<file path="src/rtl/rcpw_pkg.sv">
package rcpw_pkg;

  localparam int PIN_BITS = 5;
  localparam int TIME_W = 32;
  localparam int WIDTH_W = 16;
  localparam int CHAN_W = 3;
  localparam int CFG_IDX_W = 1;

  localparam logic [CFG_IDX_W-1:0] REG_MIN_WIDTH = 1'd0;
  localparam logic [CFG_IDX_W-1:0] REG_MAX_WIDTH = 1'd1;

  localparam logic [WIDTH_W-1:0] RESET_MIN_WIDTH = 16'd900;
  localparam logic [WIDTH_W-1:0] RESET_MAX_WIDTH = 16'd2200;

  typedef struct packed {
    logic [PIN_BITS-1:0] pin_levels;
    logic [TIME_W-1:0]   time_us;
  } in_t;

  typedef struct packed {
    logic [CHAN_W-1:0]  channel;
    logic [WIDTH_W-1:0] width;
    logic               last;
  } out_t;

  // what one lane found for the sample being accepted
  typedef struct packed {
    logic               hit;
    logic [WIDTH_W-1:0] width;
  } lane_res_t;

endpackage

</file>
<file path="src/rtl/rc_pulse_width_capture_top.sv">
// channel  | ports                                  | moves
// ---------+----------------------------------------+-------------------------------
// input    | in_valid, in_ready, in_data            | pin sample with timestamp
// result   | out_valid, out_ready, out_data         | channel, width, last
// config   | cfg_we, cfg_index, cfg_wdata           | min_width (0), max_width (1)
//
// a sample is taken every cycle while it and the one before cause at most one result;
// a sample with more than one accepted pulse holds in_ready low while its results leave,
// as the result register sends one result per cycle while out_ready lets it. edges are
// found in the lanes at accept time, so a result passes through the pending group and
// then the result register. rst_n is synchronous; out_ready low stalls the result
// register and, while a pending group cannot drain, the input side.
module rc_pulse_width_capture_top #(
  parameter int CHANNELS = 5
) (
  input  logic                               clk,
  input  logic                               rst_n,
  input  logic                               in_valid,
  output logic                               in_ready,
  input  rcpw_pkg::in_t                      in_data,
  output logic                               out_valid,
  input  logic                               out_ready,
  output rcpw_pkg::out_t                     out_data,
  input  logic                               cfg_we,
  input  logic [rcpw_pkg::CFG_IDX_W-1:0]     cfg_index,
  input  logic [rcpw_pkg::WIDTH_W-1:0]       cfg_wdata
);
  import rcpw_pkg::*;

  // only pins that exist can ever show an edge
  localparam int LANES = (CHANNELS < PIN_BITS) ? CHANNELS : PIN_BITS;

  logic [WIDTH_W-1:0] min_r;
  logic [WIDTH_W-1:0] max_r;
  logic               accept;
  logic               slot_free;
  lane_res_t          res [LANES];

  assign in_ready = slot_free;
  assign accept = in_valid && in_ready;

  always_ff @(posedge clk) begin
    if (!rst_n) begin
      min_r <= RESET_MIN_WIDTH;
      max_r <= RESET_MAX_WIDTH;
    end else if (cfg_we) begin
      case (cfg_index)
        REG_MIN_WIDTH: min_r <= cfg_wdata;
        REG_MAX_WIDTH: max_r <= cfg_wdata;
        default: ;
      endcase
    end
  end

  for (genvar g = 0; g < LANES; g++) begin : g_lane
    rcpw_lane u_lane (
      .clk       (clk),
      .rst_n     (rst_n),
      .accept    (accept),
      .pin       (in_data.pin_levels[g]),
      .time_us   (in_data.time_us),
      .min_width (min_r),
      .max_width (max_r),
      .res       (res[g])
    );
  end

  rcpw_merge #(
    .LANES (LANES)
  ) u_merge (
    .clk       (clk),
    .rst_n     (rst_n),
    .load      (accept),
    .res       (res),
    .slot_free (slot_free),
    .out_valid (out_valid),
    .out_ready (out_ready),
    .out_data  (out_data)
  );

endmodule

</file>
<file path="src/rtl/rcpw_lane.sv">
module rcpw_lane (
  input  logic                            clk,
  input  logic                            rst_n,
  input  logic                            accept,
  input  logic                            pin,
  input  logic [rcpw_pkg::TIME_W-1:0]     time_us,
  input  logic [rcpw_pkg::WIDTH_W-1:0]    min_width,
  input  logic [rcpw_pkg::WIDTH_W-1:0]    max_width,
  output rcpw_pkg::lane_res_t             res
);
  import rcpw_pkg::*;

  logic              prev_r;
  logic [TIME_W-1:0] rise_r;
  logic [TIME_W-1:0] diff;
  logic              fall;
  logic              in_range;

  // wraps modulo 2^32
  assign diff = time_us - rise_r;
  assign fall = prev_r & ~pin;
  assign in_range = ({{(TIME_W-WIDTH_W){1'b0}}, min_width} < diff) &&
                    (diff < {{(TIME_W-WIDTH_W){1'b0}}, max_width});

  always_comb begin
    res.hit = fall & in_range;
    res.width = diff[WIDTH_W-1:0];
  end

  always_ff @(posedge clk) begin
    if (!rst_n) begin
      prev_r <= 1'b0;
      rise_r <= '0;
    end else if (accept) begin
      prev_r <= pin;
      if (pin && !prev_r) begin
        rise_r <= time_us;
      end
    end
  end

endmodule

</file>
<file path="src/rtl/rcpw_merge.sv">
module rcpw_merge #(
  parameter int LANES = 5
) (
  input  logic                 clk,
  input  logic                 rst_n,
  input  logic                 load,
  input  rcpw_pkg::lane_res_t  res [LANES],
  output logic                 slot_free,
  output logic                 out_valid,
  input  logic                 out_ready,
  output rcpw_pkg::out_t       out_data
);
  import rcpw_pkg::*;

  localparam int IDX_W = (LANES > 1) ? $clog2(LANES) : 1;

  logic [LANES-1:0]   mask_r;
  logic [LANES-1:0]   mask_nxt;
  logic [WIDTH_W-1:0] wid_r [LANES];
  logic [LANES-1:0]   new_mask;
  logic [LANES-1:0]   rest;
  logic [IDX_W-1:0]   sel;
  logic               grp_valid;
  logic               out_free;
  logic               move;
  logic               out_valid_r;
  logic               out_valid_nxt;
  out_t               out_data_r;

  always_comb begin
    for (int i = 0; i < LANES; i++) begin
      new_mask[i] = res[i].hit;
    end
  end

  // lowest pending channel goes first
  always_comb begin
    sel = '0;
    for (int i = LANES - 1; i >= 0; i--) begin
      if (mask_r[i]) begin
        sel = IDX_W'(i);
      end
    end
  end

  assign rest = mask_r & (mask_r - LANES'(1));
  assign grp_valid = |mask_r;
  assign out_free = !out_valid_r || out_ready;
  assign move = grp_valid && out_free;
  assign slot_free = !grp_valid || (move && (rest == '0));

  always_comb begin
    mask_nxt = mask_r;
    if (load) begin
      mask_nxt = new_mask;
    end else if (move) begin
      mask_nxt = rest;
    end
  end

  always_comb begin
    out_valid_nxt = out_valid_r;
    if (move) begin
      out_valid_nxt = 1'b1;
    end else if (out_ready) begin
      out_valid_nxt = 1'b0;
    end
  end

  always_ff @(posedge clk) begin
    if (!rst_n) begin
      mask_r <= '0;
      out_valid_r <= 1'b0;
    end else begin
      mask_r <= mask_nxt;
      out_valid_r <= out_valid_nxt;
    end
  end

  always_ff @(posedge clk) begin
    if (load) begin
      for (int i = 0; i < LANES; i++) begin
        wid_r[i] <= res[i].width;
      end
    end
    if (move) begin
      out_data_r.channel <= CHAN_W'(sel);
      out_data_r.width <= wid_r[sel];
      out_data_r.last <= (rest == '0);
    end
  end

  assign out_valid = out_valid_r;
  assign out_data = out_data_r;

endmodule

</file>
<file path="config.mk">
export PLATFORM = sky130hd
export DESIGN_NAME = rc_pulse_width_capture_top
export DESIGN_NICKNAME = d
export VERILOG_FILES = /design/src/rtl/rcpw_pkg.sv /design/src/rtl/rc_pulse_width_capture_top.sv /design/src/rtl/rcpw_lane.sv /design/src/rtl/rcpw_merge.sv
export SDC_FILE = /design/constraint.sdc
export NUM_CORES = 1
export LEC_CHECK = 0
export ABC_CLOCK_PERIOD_IN_PS = 5600
export BUFFER_PORTS_ARGS = -buffer_cell sky130_fd_sc_hd__buf_4
export CORE_ASPECT_RATIO = 0.9
export CORE_MARGIN = 4
export CORE_UTILIZATION = 64
export DETAILED_ROUTE_END_ITERATION = 6
export GPL_ROUTABILITY_DRIVEN = 0
export MAX_ROUTING_LAYER = met4
export PLACE_DENSITY_LB_ADDON = 0.1
export SETUP_SLACK_MARGIN = 0.4
export SLEW_MARGIN = 20
export SYNTH_ARGS = -nofsm -noshare
export SYNTH_HDL_FRONTEND = slang
export SYNTH_HIERARCHICAL = 1
export SYNTH_SLANG_ARGS = --single-unit
</file>
<file path="constraint.sdc">
create_clock -name clk -period 5.6 [get_ports clk]
set_clock_uncertainty 0.15 [all_clocks]
set_input_delay 0.56 -clock clk [delete_from_list [all_inputs] [get_ports clk]]
set_output_delay 0.56 -clock clk [all_outputs]
set_load 0.02 [all_outputs]
</file>
==> metrics.txt, run 1 <==
# TYPE chip_impl_metric gauge
chip_impl_metric{name="max_stage_delay",unit="ns"} 0.45
chip_impl_info{name="tritoncts",value="built"} 1
chip_impl_metric{name="synth_fp_nets",unit=""} 3530
chip_impl_info{name="timing.setup.critical_path_class",value="reg -> reg"} 1
chip_impl_metric{name="synth_xor_area_frac",unit=""} 0.0338
chip_impl_metric{name="fillCellCount",unit=""} 3132
chip_impl_metric{name="die_h",unit="µm"} 197
chip_impl_metric{name="powerDensity",unit="nW/µm²"} 265
chip_impl_metric{name="hpwl",unit="mm"} 62.1
chip_impl_info{name="cp_cell_sequence",value="inv_1 -> ha_1 -> a21o_1 -> or3_4 -> o21ai_4 -> o211ai_1 -> a21o_1 -> a21oi_2 -> nand3b_1 -> nand2_2 -> xor2_1 -> ha_1 -> nor4b_2 -> o221ai_1 -> a211oi_1 -> and3_1 -> o2111ai_1 -> a2111oi_2 -> nand4_1 -> or4_1 -> nor4_2 -> nand2_1 -> a21oi_1"} 1
chip_impl_metric{name="drcViolationCount",unit=""} 4
chip_impl_metric{name="synth_adder_area_share",unit=""} 0.150
chip_impl_metric{name="finalNetCount",unit=""} 3578
chip_impl_metric{name="globalRouteOverflowTotal",unit=""} 0
chip_impl_metric{name="clk_pin_slew_worst_paths",unit="ns"} 0.06
chip_impl_info{name="clock_root_cell",value="sky130_fd_sc_hd__clkbuf_16"} 1
chip_impl_metric{name="synthesis.area_per_instance",unit="µm²"} 8.01
chip_impl_metric{name="final-max-slew-violation-count",unit=""} 0
chip_impl_metric{name="ys_seq_area_frac",unit=""} 0.278
chip_impl_metric{name="postSynthCellCount",unit=""} 3171
chip_impl_metric{name="route.final.wire_length",unit="mm"} 82.2
chip_impl_metric{name="pre_cts_ws",unit="ns"} -0.127
chip_impl_info{name="worst_setup_path_end_kind",value="register"} 1
chip_impl_metric{name="synthDominantCellAreaShare",unit=""} 0.160
chip_impl_metric{name="coreArea",unit="µm²"} 38800
chip_impl_metric{name="antenna_found_initial",unit=""} 2
chip_impl_metric{name="syn_area",unit="µm²"} 25400
chip_impl_metric{name="least_margin_pin_slew",unit="ns"} 1.33
chip_impl_metric{name="start_util",unit=""} 0.655
chip_impl_metric{name="global_route.usage.total",unit=""} 0.382
chip_impl_metric{name="cts_num_sinks",unit=""} 303
chip_impl_info{name="outcome",value="finished, violations left"} 1
chip_impl_metric{name="reg2reg_path_depth",unit=""} 23
chip_impl_info{name="flip_flop_cell_with_the_highest_count_after_synthesis",value="sky130_fd_sc_hd__dfxtp_1"} 1
chip_impl_info{name="synth_top_area_cell",value="sky130_fd_sc_hd__dfxtp_1"} 1
chip_impl_info{name="worst_path_dominant_cell_family",value="simple AND/OR/NAND/NOR gates"} 1
chip_impl_metric{name="max_clock_freq",unit="GHz"} 0.194
chip_impl_metric{name="synth_compound_gate_area_share",unit=""} 0.245
chip_impl_info{name="failed_checks",value="DRC"} 1
chip_impl_metric{name="final_layout_size_suffix_gt1_frac",unit=""} 0.105
chip_impl_metric{name="buffers_added_on_ports",unit=""} 80
chip_impl_metric{name="maxCapViolCount",unit=""} 0
chip_impl_metric{name="setup_viol_count_final",unit=""} 0
chip_impl_info{name="synthTopCellsByCount",value="sky130_fd_sc_hd__nand2_1, sky130_fd_sc_hd__inv_1, sky130_fd_sc_hd__ha_1, sky130_fd_sc_hd__dfxtp_1, sky130_fd_sc_hd__a21oi_1"} 1
chip_impl_metric{name="grt_pass1_wl",unit="mm"} 126
chip_impl_metric{name="ios",unit=""} 81
chip_impl_metric{name="placementRows",unit=""} 68
chip_impl_metric{name="vdd_drop_max",unit="mV"} 0.220
chip_impl_metric{name="crit_fanout",unit=""} 2
chip_impl_metric{name="dieArea",unit="µm²"} 42900
chip_impl_info{name="worst_path_slowest_cell",value="sky130_fd_sc_hd__or4_1"} 1
chip_impl_metric{name="die_x",unit="µm"} 218
chip_impl_metric{name="timing.max_slew.rel_slack",unit=""} 0.104
chip_impl_metric{name="synth_simple_gate_area_share",unit=""} 0.192
chip_impl_metric{name="timing.final.ws_setup",unit="ns"} 0.435
chip_impl_info{name="main_combinational_cell_family_by_area_after_synthesis",value="compound AO/OA/AOI/OAI gates"} 1
chip_impl_metric{name="grt_max_degree",unit=""} 140
chip_impl_info{name="cell_with_the_most_instances_after_synthesis",value="sky130_fd_sc_hd__nand2_1"} 1
chip_impl_metric{name="drt-initial-drc-count",unit=""} 2955
chip_impl_metric{name="synth_enable_flop_cells",unit=""} 100
chip_impl_info{name="area_contributors_post_synth",value="sky130_fd_sc_hd__dfxtp_1, sky130_fd_sc_hd__ha_1, sky130_fd_sc_hd__edfxtp_1"} 1
chip_impl_metric{name="period_share",unit=""} 0.922
chip_impl_info{name="worstHoldPathType",value="in -> reg"} 1
chip_impl_metric{name="arrival",unit="ns"} 5.52
chip_impl_metric{name="area_growth",unit="%"} 8.98
chip_impl_metric{name="critical_path_cell_count",unit=""} 23
chip_impl_metric{name="layout_min_cycle_time",unit="ns"} 5.17
chip_impl_metric{name="via_per_inst",unit=""} 6.51
chip_impl_metric{name="report.final.hold_viol_count",unit=""} 0
chip_impl_metric{name="total_via_count_after_detailed_routing",unit=""} 24600
chip_impl_metric{name="worst_ep_required_time",unit="ns"} 5.95
chip_impl_metric{name="number_of_iterations_in_the_first_detailed_routing_pass",unit=""} 7
chip_impl_metric{name="synth-async-reset-ratio",unit=""} 0
chip_impl_info{name="rsz0062_at_grt",value="true"} 1
chip_impl_metric{name="route.antenna.remaining_nets",unit=""} 0
chip_impl_metric{name="wire_per_inst",unit="µm"} 21.8
chip_impl_metric{name="synth_warnings",unit=""} 6
chip_impl_metric{name="post_cts_hold_buffer_count",unit=""} 0
chip_impl_metric{name="timing.setup.tns",unit="ns"} 0
chip_impl_metric{name="synth_seq_cells",unit=""} 303
chip_impl_metric{name="htreeDepth",unit=""} 2
chip_impl_metric{name="synth_mux_area_frac",unit=""} 0.0198
chip_impl_metric{name="buf_inv_on_cp",unit=""} 1
chip_impl_metric{name="power.static_leakage",unit="nW"} 11.3
chip_impl_metric{name="grt_pass1_vias",unit=""} 23300
chip_impl_metric{name="tritoncts.num_buffers",unit=""} 36
chip_impl_metric{name="worst_hold_path.num_cells",unit=""} 3
chip_impl_metric{name="ctsLongestPathBuffers",unit=""} 3
chip_impl_metric{name="yosysUniqueCellTypes",unit=""} 124
chip_impl_info{name="start_kind",value="register"} 1
chip_impl_metric{name="clk_latency",unit="ns"} 0.59
==> tightest hold or removal path: cells and delay by family <==
family	cells	cell delay, ns
buffers and inverters	1	0.11
and+or+nand+nor	1	0.05
muxes	1	0.05
==> worst paths after layout <==
| path | start | slack (ns) | end |
|---|---|---|---|
| hold / removal | cfg_wdata[11] | 0.08 | min_r[11]$_SDFFE_PN0P_ |
| setup / recovery | g_lane[3].u_lane/rise_r[4]$_SDFFE_PN0P_ | 0.43 | u_merge/mask_r[3]$_SDFFE_PN0P_ |
| setup reg to reg | g_lane[3].u_lane/rise_r[4]$_SDFFE_PN0P_ | 0.43 | u_merge/mask_r[3]$_SDFFE_PN0P_ |
| hold reg to reg | g_lane[1].u_lane/rise_r[17]$_SDFFE_PN0P_ | 0.31 | g_lane[1].u_lane/rise_r[17]$_SDFFE_PN0P_ |
==> power breakdown <==
| group | total, mW | internal, mW | switching, mW |
|---|---|---|---|
| sequential | 2.56 | 2.45 | 0.115 |
| combinational | 2.37 | 0.902 | 1.47 |
| clock | 2.40 | 1.36 | 1.03 |
==> cell usage in the layout, fill, tap and decap left out, types with 9 or more instances in the layout <==
cell                        instances
sky130_fd_sc_hd__a211o_1           10
sky130_fd_sc_hd__a211oi_1          23
sky130_fd_sc_hd__a21boi_0         168
sky130_fd_sc_hd__a21o_1            67
sky130_fd_sc_hd__a21oi_1          181
sky130_fd_sc_hd__a21oi_2           21
sky130_fd_sc_hd__a31oi_1           19
sky130_fd_sc_hd__and2_1            10
sky130_fd_sc_hd__and3_1            19
sky130_fd_sc_hd__buf_4            131
sky130_fd_sc_hd__clkbuf_16         37
sky130_fd_sc_hd__dfxtp_1          203
sky130_fd_sc_hd__edfxtp_1         100
sky130_fd_sc_hd__ha_1             295
sky130_fd_sc_hd__inv_1            362
sky130_fd_sc_hd__mux2_2             9
sky130_fd_sc_hd__mux2i_1           39
sky130_fd_sc_hd__nand2_1          561
sky130_fd_sc_hd__nand2b_1          38
sky130_fd_sc_hd__nand3_1           57
sky130_fd_sc_hd__nand3b_1          12
sky130_fd_sc_hd__nand4_1           38
sky130_fd_sc_hd__nor2_1           141
sky130_fd_sc_hd__nor2_2             9
sky130_fd_sc_hd__nor2b_1           26
sky130_fd_sc_hd__nor3_1            36
sky130_fd_sc_hd__nor3b_1           10
sky130_fd_sc_hd__o2111ai_1         17
sky130_fd_sc_hd__o211ai_1          30
sky130_fd_sc_hd__o21a_1            31
sky130_fd_sc_hd__o21ai_0           99
sky130_fd_sc_hd__o21ai_1           30
sky130_fd_sc_hd__o221ai_1          11
sky130_fd_sc_hd__o22ai_1           25
sky130_fd_sc_hd__o31ai_1           20
sky130_fd_sc_hd__or2_2             10
sky130_fd_sc_hd__or3_1             10
sky130_fd_sc_hd__xnor2_1           43
sky130_fd_sc_hd__xor2_1            53
==> registers in the layout, indices dropped and copies added, names as in the netlist <==
| name | cells |
|---|---|
| u_merge/wid_r | 80 |
| g_lane.u_lane/rise_r | 160 |
| u_merge/mask_r | 5 |
| max_r | 16 |
| u_merge/out_valid | 1 |
| g_lane.u_lane/prev_r | 5 |
| min_r | 16 |
| u_merge/out_data | 20 |
==> through the flow <==
| step | area, µm² | hold slack, ns | instances | util | total power [mW] |
|---|---|---|---|---|---|
| 2_1_floorplan | 25400 | 0.293 | 3171 | - | 4.13 |
| 3_5_place_dp | 26300 | 0.307 | 3701 | 0.679 | 4.85 |
| 6_report | 27700 | 0.0843 | 3774 | 0.714 | 7.33 |
| 3_3_place_gp | 26300 | 0.300 | 3701 | 0.679 | 4.76 |
| 5_1_grt | 27700 | 0.0888 | 3774 | 0.714 | 7.64 |
| 4_1_cts | 27500 | 0.0740 | 3767 | 0.710 | 7.23 |
==> cell type report <==
type                       instances  area [µm²]  share of cell area
multi-input combinational       2382       16400               0.592
sequential                       303        7070               0.255
inverter                         363        1360              0.0492
timing repair buffer             133        1010              0.0367
clock buffer                      45         986              0.0356
tap                              525         657              0.0237
clock inverter                    21         196             0.00710
antenna                            2        5.00            0.000181
==> timing repair <==
item,4_1_cts,5_1_grt
endpoints found under the setup margin,3,5
buffers inserted,0,5
pin swaps,1,13
endpoints found under the hold margin,0,0
gates resized for setup,5,22
==> metal layers <==
layer / vias up / global-route usage / share of wire
met5: - / - / 0
met1: 11500 / 0.494 / 0.39
li1: 11200 / - / -
met3: 321 / 0.0889 / 0.12
met4: 0 / 0.176 / 0.059
met2: 1468 / 0.571 / 0.42
==> cells by family (layout without fill, tap and decap cells) <==
family | Yosys count | count (layout)
flops | 303 | 303
mux | 49 | 49
compound gates | 883 | 883
xor+xnor | 98 | 98
other cells | 0 | 2
buf+inv | 486 | 562
simple gates | 1050 | 1050
fa+ha+maj | 302 | 302
Power figures use the tool's default switching activity.
==> run 2, diff against run 1 <==
--- a/config.mk
+++ b/config.mk
@@ -7,9 +7,11 @@
 export LEC_CHECK = 0
 export ABC_CLOCK_PERIOD_IN_PS = 5600
 export BUFFER_PORTS_ARGS = -buffer_cell sky130_fd_sc_hd__buf_4
+export CELL_PAD_IN_SITES_DETAIL_PLACEMENT = 2
+export CELL_PAD_IN_SITES_GLOBAL_PLACEMENT = 2
 export CORE_ASPECT_RATIO = 0.9
 export CORE_MARGIN = 4
-export CORE_UTILIZATION = 64
+export CORE_UTILIZATION = 39
 export DETAILED_ROUTE_END_ITERATION = 6
 export GPL_ROUTABILITY_DRIVEN = 0
 export MAX_ROUTING_LAYER = met4
==> metrics.txt, run 2 (synthesis gave the netlist of run 1 again) <==
# TYPE chip_impl_metric gauge
chip_impl_info{name="outcome",value="finished clean"} 1
chip_impl_metric{name="htreeDepth",unit=""} 2
chip_impl_info{name="cp_cell_sequence",value="inv_2 -> ha_4 -> a21o_1 -> or3_4 -> o21ai_4 -> o211ai_1 -> a21o_1 -> a21oi_2 -> nand3b_1 -> nand2_2 -> xor2_2 -> ha_2 -> nor4b_2 -> o221ai_1 -> a211oi_1 -> and3_1 -> o2111ai_2 -> a2111oi_4 -> nand4_1 -> or4_4 -> nor4_4 -> nand2_1 -> a21oi_2"} 1
chip_impl_metric{name="start_util",unit=""} 0.395
chip_impl_metric{name="fin_hold_ws",unit="ns"} 0.0702
chip_impl_metric{name="max_clock_freq",unit="GHz"} 0.192
chip_impl_metric{name="fillCellCount",unit=""} 7272
chip_impl_metric{name="via_per_inst",unit=""} 5.92
chip_impl_metric{name="layout_min_cycle_time",unit="ns"} 5.21
chip_impl_metric{name="die_h",unit="µm"} 250
chip_impl_info{name="worst_path_slowest_cell",value="sky130_fd_sc_hd__or4_4"} 1
chip_impl_info{name="mostFrequentLayoutCell",value="sky130_fd_sc_hd__nand2_1"} 1
chip_impl_info{name="layout_common_cells",value="sky130_fd_sc_hd__nand2_1, sky130_fd_sc_hd__inv_1, sky130_fd_sc_hd__ha_1"} 1
chip_impl_metric{name="clk_latency",unit="ns"} 0.62
chip_impl_metric{name="crit_fanout",unit=""} 2
chip_impl_metric{name="die_x",unit="µm"} 277
chip_impl_metric{name="route.antenna.remaining_nets",unit=""} 0
chip_impl_metric{name="coreArea",unit="µm²"} 64300
chip_impl_metric{name="regArea",unit="µm²"} 7070
chip_impl_metric{name="grt_max_degree",unit=""} 95
chip_impl_metric{name="number_of_iterations_in_the_first_detailed_routing_pass",unit=""} 5
chip_impl_metric{name="route.final.wire_length",unit="mm"} 107
chip_impl_metric{name="largest_register_ffs",unit=""} 160
chip_impl_metric{name="clk_pin_slew_worst_paths",unit="ns"} 0.07
chip_impl_metric{name="report.final.hold_viol_count",unit=""} 0
chip_impl_metric{name="finalNetCount",unit=""} 3618
chip_impl_metric{name="post_cts_hold_buffer_count",unit=""} 0
chip_impl_metric{name="buffers_added_on_ports",unit=""} 80
chip_impl_metric{name="dieArea",unit="µm²"} 69300
chip_impl_metric{name="tritoncts.num_buffers",unit=""} 41
chip_impl_metric{name="setup_viol_count_final",unit=""} 0
chip_impl_metric{name="total_via_count_after_detailed_routing",unit=""} 24600
chip_impl_metric{name="final_layout_size_suffix_gt1_frac",unit=""} 0.127
chip_impl_metric{name="worst_ep_required_time",unit="ns"} 5.97
chip_impl_metric{name="least_margin_pin_slew",unit="ns"} 1.05
chip_impl_metric{name="multi_input_area",unit="µm²"} 16600
chip_impl_metric{name="powerDensity",unit="nW/µm²"} 276
chip_impl_info{name="tritoncts",value="built"} 1
chip_impl_info{name="worstHoldPathType",value="in -> reg"} 1
chip_impl_info{name="worst_setup_path_end_kind",value="register"} 1
chip_impl_info{name="rsz0062_at_grt",value="true"} 1
chip_impl_metric{name="placement.cell_area",unit="µm²"} 27000
chip_impl_metric{name="summed_area_of_non_filler_cells_in_the_final_layout",unit="µm²"} 28800
chip_impl_metric{name="grt_pass1_wl",unit="mm"} 160
chip_impl_metric{name="placementRows",unit=""} 88
chip_impl_metric{name="wire_per_inst",unit="µm"} 25.8
chip_impl_metric{name="timing.max_slew.rel_slack",unit=""} 0.294
chip_impl_metric{name="drcViolationCount",unit=""} 0
chip_impl_metric{name="final-max-slew-violation-count",unit=""} 0
chip_impl_metric{name="ctsLongestPathBuffers",unit=""} 3
chip_impl_metric{name="antenna_found_initial",unit=""} 5
chip_impl_info{name="timing.setup.critical_path_class",value="reg -> reg"} 1
chip_impl_info{name="max_flop_register",value="g_lane.u_lane/rise_r"} 1
chip_impl_metric{name="cts_num_sinks",unit=""} 303
chip_impl_metric{name="hpwl",unit="mm"} 82.9
chip_impl_metric{name="arrival",unit="ns"} 5.58
chip_impl_metric{name="period_share",unit=""} 0.930
chip_impl_metric{name="grt_pass1_vias",unit=""} 26600
chip_impl_metric{name="ios",unit=""} 81
chip_impl_info{name="start_kind",value="register"} 1
chip_impl_metric{name="global_route.usage.total",unit=""} 0.301
chip_impl_metric{name="drt-initial-drc-count",unit=""} 1506
chip_impl_metric{name="max_stage_delay",unit="ns"} 0.51
chip_impl_metric{name="globalRouteOverflowTotal",unit=""} 0
chip_impl_metric{name="vdd_drop_max",unit="mV"} 0.224
chip_impl_metric{name="maxCapViolCount",unit=""} 0
chip_impl_metric{name="power.static_leakage",unit="nW"} 11.6
chip_impl_metric{name="area_growth",unit="%"} 13.2
chip_impl_info{name="clock_root_cell",value="sky130_fd_sc_hd__clkbuf_16"} 1
run 2: changes by cell type in the layout (fill, tap and decap cells not counted), sizes merged:
| cell | change |
|---|---|
| bufinv | +1 |
| diode | -1 |
| clkbuf | +10 |
| buf | +35 |
| inv | -5 |
| clkinv | +1 |
| clkinvlp | +2 |
run 2: worst paths after layout:
kind	from	end	slack [ns]	depth (start not counted)
max reg2reg	g_lane[3].u_lane/rise_r[4]$_SDFFE_PN0P_	u_merge/mask_r[3]$_SDFFE_PN0P_	0.39	23
min reg2reg	g_lane[0].u_lane/rise_r[13]$_SDFFE_PN0P_	g_lane[0].u_lane/rise_r[13]$_SDFFE_PN0P_	0.31	2
max	g_lane[3].u_lane/rise_r[4]$_SDFFE_PN0P_	u_merge/mask_r[3]$_SDFFE_PN0P_	0.39	23
min	cfg_wdata[2]	max_r[2]$_SDFFE_PN0P_	0.07	3
run 2: timing repair:
item                                    CTS  global route
gates cloned                              0             0
gates resized for setup                   8            64
pin swaps                                 4            36
buffers inserted                          1            10
endpoints found under the setup margin    4             5
run 2: area by class of cell:
cell class	instances	area share
antenna	1	0.0000870
tap	855	0.0372
clock buffer	55	0.0396
inverter	363	0.0474
sequential	303	0.246
clock inverter	20	0.00879
timing repair buffer	168	0.0440
multi-input combinational	2382	0.577
run 2: per-layer routing:
layer	global-route usage	share of wire
met5	-	0
met4	0.0780	0.028
met3	0.0304	0.042
met2	0.518	0.49
met1	0.381	0.44
run 2: worst max-delay path: cells and delay by family, from the launching register on:
family          cells  cell delay (ns)
xor+xnor            1             0.17
fa+ha+maj           2             0.40
simple gates        9             2.10
compound gates     10             1.91
flops               1             0.34
buf+inv             1             0.04
run 2: report_power, final:
part           leakage [nW]  internal, mW  switching, mW
Sequential             2.62          2.45          0.130
Clock                 0.669          1.59           1.17
Combinational          8.30         0.970           1.63
run 2: through the flow:
step / power [mW] / worst slack, ns / setup TNS, ns / instances / util
after detailed placement: 5.09 / -0.105 / -0.226 / 4060 / 0.419
after CTS: 7.90 / 0.404 / 0 / 4136 / 0.442
after global placement: 4.93 / 0.0281 / 0 / 4060 / 0.419
after floorplan: 4.13 / 0.494 / 0 / 3171 / -
final: 7.94 / 0.395 / 0 / 4147 / 0.447
after global routing: 8.33 / 0.211 / 0 / 4147 / 0.447
